<file path="src/rtl/rbd_pkg.sv">
`default_nettype none

package rbd_pkg;

  localparam int unsigned SIZE_W     = 11;
  localparam int unsigned CH_W       = 8;
  localparam int unsigned NUM_CH     = 4;
  localparam int unsigned SUM_W      = CH_W + 1;
  localparam int unsigned TOTAL_W    = SUM_W + 1;
  localparam int unsigned PIX_W      = NUM_CH * CH_W;
  localparam int unsigned ROW_SUMS_W = NUM_CH * SUM_W;
  localparam int unsigned APB_DATA_W = 32;
  localparam int unsigned APB_ADDR_W = 3;

  localparam logic [SIZE_W-1:0] SIZE_RESET = SIZE_W'(128);

  typedef enum logic [0:0] {
    REG_HALF_WIDTH  = 1'b0,
    REG_HALF_HEIGHT = 1'b1
  } reg_idx_e;

  typedef struct packed {
    logic              wr;
    logic [SIZE_W-1:0] half_width;
    logic [SIZE_W-1:0] half_height;
  } cfg_t;

endpackage

`default_nettype wire

</file>
<file path="src/rtl/rbd_cfg.sv">
`default_nettype none

module rbd_cfg
  import rbd_pkg::*;
(
  input  wire logic                  clk_i,
  input  wire logic                  rst_ni,
  input  wire logic                  psel,
  input  wire logic                  penable,
  input  wire logic                  pwrite,
  input  wire logic [APB_ADDR_W-1:0] paddr,
  input  wire logic [APB_DATA_W-1:0] pwdata,
  output logic      [APB_DATA_W-1:0] prdata,
  output logic                       pready,
  output cfg_t                       cfg_o
);

  logic [SIZE_W-1:0] half_width_q;
  logic [SIZE_W-1:0] half_height_q;
  logic              wr_en;
  reg_idx_e          reg_idx;

  assign pready  = 1'b1;
  assign reg_idx = reg_idx_e'(paddr[2]);
  assign wr_en   = psel && penable && pwrite && pready;

  always_ff @(posedge clk_i or negedge rst_ni) begin
    if (!rst_ni) begin
      half_width_q  <= SIZE_RESET;
      half_height_q <= SIZE_RESET;
    end else if (wr_en) begin
      case (reg_idx)
        REG_HALF_WIDTH:  half_width_q  <= pwdata[SIZE_W-1:0];
        REG_HALF_HEIGHT: half_height_q <= pwdata[SIZE_W-1:0];
        default: ;
      endcase
    end
  end

  always_comb begin
    case (reg_idx)
      REG_HALF_WIDTH:  prdata = APB_DATA_W'(half_width_q);
      REG_HALF_HEIGHT: prdata = APB_DATA_W'(half_height_q);
      default:         prdata = '0;
    endcase
  end

  assign cfg_o.wr          = wr_en;
  assign cfg_o.half_width  = half_width_q;
  assign cfg_o.half_height = half_height_q;

endmodule

`default_nettype wire

</file>
<file path="config.mk">
export PLATFORM = sky130hd
export DESIGN_NAME = rbd_cfg
export DESIGN_NICKNAME = d
export VERILOG_FILES = /design/src/rtl/rbd_pkg.sv /design/src/rtl/rbd_cfg.sv
export SDC_FILE = /design/constraint.sdc
export NUM_CORES = 1
export LEC_CHECK = 0
export BUFFER_PORTS_ARGS = -buffer_cell sky130_fd_sc_hd__buf_2
export CAP_MARGIN = 40
export CORE_ASPECT_RATIO = 0.75
export CORE_MARGIN = 3
export CORE_UTILIZATION = 25
export CTS_CLUSTER_DIAMETER = 80
export CTS_CLUSTER_SIZE = 8
export DETAILED_ROUTE_END_ITERATION = 10
export PLACE_DENSITY = 0.65
export SKIP_LAST_GASP = 1
export SLEW_MARGIN = 25
export SYNTH_ARGS = -nofsm -noshare
export SYNTH_HDL_FRONTEND = slang
export SYNTH_SLANG_ARGS = --single-unit
</file>
<file path="constraint.sdc">
create_clock -name clk_i -period 0.8 [get_ports clk_i]
set_input_delay 0.08 -clock clk_i [delete_from_list [all_inputs] [get_ports clk_i]]
set_output_delay 0.08 -clock clk_i [all_outputs]
set_load 0.05 [all_outputs]
</file>
* After elaboration in Yosys (flattened, before gate mapping) *
Index checks and enable logic that the tools add are counted.

storage, ports and cells
  output and inout bits = 56
  ROM bits = 0
  latch bits = 0
  bits in registers = 22
  memories = 0
  memory bits (writable) = 0

cells by class
  multiply operators = 0
  magnitude comparators = 0
  reduce and logical (&&, ||, !) cells = 4
  mux-type cells = 1
  shift operators = 0
  $add $sub $neg = 0
  eq/ne operators = 0
  bitwise logic cells = 1
  divide/modulo/power cells = 0

operators with widths
  operator           count
  $pmux 32 s2        1
  $reduce_and 2->1   2
  $logic_and 1x1->1  2
  $not 1->1          1

* Depth between registers and ports, before layout *
  word-level depth = 3
  depth in mapped cells = 3
  gate-level depth less buffers = 2

* Worst setup path before layout *
No wires, ideal clock.

  path type = reg-to-output
  start = register half_height_q[7]
  end = output prdata[7]
  path slack = -0.336 ns
  stages on the path, launching flop included = 2
  arrival = 1.056 ns
  path buffers = 0
  path through = dfstp_2 mux2_2

between the ends
  cells in the longest elaborated chain, start to end = 1

RTL lines
  item                    line           RTL
  from (decl)             rbd_cfg.sv:19  logic [SIZE_W-1:0] half_height_q;
  from (signal assigned)  rbd_cfg.sv:34  REG_HALF_HEIGHT: half_height_q <= pwdata[SIZE_W-1:0];
  $pmux 32 s2             rbd_cfg.sv:41  case (reg_idx)
  to (decl)               rbd_cfg.sv:13  output logic [APB_DATA_W-1:0] prdata,

No other way between the ends. The select of a mux whose other input is x is not followed.

* Worst setup path in the final report *
  start = register half_width_q[4]
  end = output prdata[4]

between the ends
  cells in the longest elaborated chain, start to end = 1

RTL lines
  item                    line           RTL
  from (decl)             rbd_cfg.sv:18  logic [SIZE_W-1:0] half_width_q;
  from (signal assigned)  rbd_cfg.sv:33  REG_HALF_WIDTH: half_width_q <= pwdata[SIZE_W-1:0];
  $pmux 32 s2             rbd_cfg.sv:41

No other way between the ends. The select of a mux whose other input is x is not followed.

==> impl_metrics.py <==
metrics = {
    "route": {
        "drc": 0,
        "drt_iter0_drc": 20,
        "ant_nets": 0,
        "wire_per_inst_um": 13.21,
        "wl_met3_um": 193,
        "met2WireLength_mm": 1.563,
        "drtPass1Iterations": 2,
        "vias_per_cell": 3.964,
        "wl_mm": 2.933,
        "routed.top_layer": "met4",
        "drt-met1-wl_mm": 1.166,
        "vias": 880,
    },
    "setup_path": {
        "path_depth": 2,
        "end_kind": "output pin",
        "reg2reg_depth": 2,
        "cp-startpoint": "half_width_q[4]",
        "arrival_ns": 1.10,
        "required_ns": 0.72,
        "critPathKind": "register to output pin",
        "crit_family": "flip-flops",
        "crit_end": "prdata[4]",
        "worstPathCellList": "mux2_4 > buf_6",
        "r2r_end": "half_height_q[8]",
        "setup.worst_path.start_class": "register",
        "reg2reg_from": "half_height_q[8]",
        "cpMaxStageDelayCell": "dfrtp_2",
        "critPathMaxFanout": 2,
        "cp_num_buf_inv": 1,
        "reg2reg_setup_slack_ns": -0.11,
        "cpPeakStageDelay_ns": 0.41,
    },
    "synth": {
        "synthSimpleGateAreaFrac_pct": 3.509,
        "ys_warn_count": 0,
        "synth_compound_gate_area_share_pct": 0,
        "syn_area_um2": 1212,
        "synthMuxAreaShare_pct": 33.75,
        "synth_seq_cells": 22,
        "synth_cells": 86,
        "avgSynthCellArea_um2": 14.10,
        "synth_cell_types": 11,
        "ys_seq_area_share_pct": 45.61,
        "synthAdderAreaFrac_pct": 0,
        "synth_top_family_by_area": "multiplexers",
        "yosys.area_share.xor_xnor_pct": 0,
    },
    "die": {
        "rows": 21,
        "start_util_pct": 26.52,
        "core-area_um2": 4572,
        "die_area_um2": 5730,
        "io_pins": 96,
        "die_h_um": 66.31,
        "fp.dieW_um": 86.41,
    },
    "layout": {
        "drive_gt1_share_pct": 85.45,
        "fillers": 402,
        "finalNetCount": 206,
        "finish.utilization_pct": 48.03,
        "area_growth_pct": 81.11,
        "diodes": 0,
    },
    "run": {
        "drv_cap": 0,
    },
    "sta": {
        "fin_ws_ns": -0.3778,
        "period_minus_slack_ns": 1.178,
        "finalMaxSlewViolations": 0,
        "tns_ns": -10.68,
        "fmax_mhz": 849.1,
        "hold_viol": 0,
        "rsz0062_at_grt": "true",
        "finalClockSkew_ns": 0,
        "fin_crit_sh_pct": 147.2,
        "setup_viol": 54,
    },
    "place": {
        "gp_congestion": 0.7353,
        "dp_hpwl_mm": 2.203,
        "port_buffers": 50,
    },
    "clocking": {
        "clk_pin_slew_ns": 0.08,
        "insertion_delay_ns": 0.25,
        "cts.path.max_buffers": 2,
        "clock_sinks": 22,
        "cts_root_buf": "clkbuf_8",
        "h-tree-depth": 1,
        "cts_buffers": 3,
        "cts_tree": "built",
    },
    "status": {
        "status": "finished, violations left",
        "violations": "negative setup slack",
    },
    "pwr": {
        "p_leak_uw": 0.001142,
        "power_density_nw_per_um2": 2982,
        "ir_drop_mv": 1.424,
    },
    "global_route": {
        "grt_first_pass_wirelength_mm": 4.457,
        "antenna_found_initial": 0,
        "grt_max_degree": 13,
        "grt_pass1_vias": 909,
        "overflow": 0,
        "grt_usage_pct": 10.35,
    },
    "min_path": {
        "hold_class": "input port to register",
    },
}
[state kept, by name (all words and copies together) (netlist names)]
register / count
half_height_q: 11
half_width_q: 11
[synth_stat cells]
| cell type | n | share of area (%) |
|---|---|---|
| buf_4 | 23 | 14 |
| mux2_2 | 23 | 21 |
| dfrtp_1 | 20 | 41 |
| mux2_4 | 10 | 12 |
| buf_6 | 2 | 1.9 |
| conb_1 | 2 | 0.62 |
| dfstp_2 | 2 | 4.3 |
| and3_1 | 1 | 0.52 |
| buf_2 | 1 | 0.41 |
| nand4_2 | 1 | 1.0 |
| nand4b_4 | 1 | 2.0 |
[timing repair]
action	CTS	global route
endpoints found under the hold margin	22	0
resized for setup	102	13
gates cloned	0	0
buffers inserted	3	9
setup endpoints to repair	53	54
hold buffers	1	0
[through the flow]
stage          setup WS, ns  hold WS [ns]  std cells  instance area (um^2)  power (uW)
4_1_cts             -0.3819       0.06441        220                  2158        6489
3_3_place_gp        -0.1884      -0.03598        214                  1744        4699
5_1_grt             -0.4191       0.05833        222                  2196        6838
3_5_place_dp        -0.2167      -0.03344        214                  1744        4732
2_1_floorplan       -0.2611       -0.2156        106                  1395        3942
6_report            -0.3778       0.06919        222                  2196        6547
[logic make-up after synthesis]
group	after synthesis
flip-flops	22
AND/OR/NAND/NOR	3
buffers and inverters	26
other	2
multiplexers	33
[power breakdown]
| group | switching (uW) | internal [uW] |
|---|---|---|
| Sequential | 175 | 1410 |
| Clock | 343 | 437 |
| Combinational | 2240 | 1940 |
[cell type report]
cell class	count	area (um^2)	share of cell area [%]
timing repair buffer	81	874.6	39.83
multi-input combinational	58	616.8	28.09
sequential	22	578.1	26.32
tap	57	71.32	3.248
clock buffer	4	55.05	2.507
[routing by layer]
metal / vias to the layer above / global-route usage (%)
li1: 410 / -
met1: 432 / 12.60
met2: 36 / 18.51
met3: 2 / 2.366
met4: 0 / 2.335
met5: - / 0
[cell usage in the layout, fill, tap and decap left out, types with 2 or more instances in the layout]
master,netlist,routed
clkbuf_8,0,4
buf_12,0,2
mux2_4,10,32
buf_8,0,23
buf_6,2,29
dfstp_2,2,2
buf_4,23,9
conb_1,2,22
buf_2,1,17
dfrtp_2,0,20
[how the worst min path moves through the flow]
stage / cells past startpoint / start / slack, ns / to
floorplan: 0 / rst_ni / -0.22 / half_height_q[0]
global placement: 1 / rst_ni / -0.04 / half_width_q[9]
detailed placement: 1 / rst_ni / -0.03 / half_height_q[9]
CTS: 2 / pwdata[5] / 0.06 / half_width_q[5]
global route: 2 / pwdata[5] / 0.06 / half_width_q[5]
finish: 2 / pwdata[5] / 0.07 / half_width_q[5]
No activity file was read; power rests on OpenSTA's default activity.
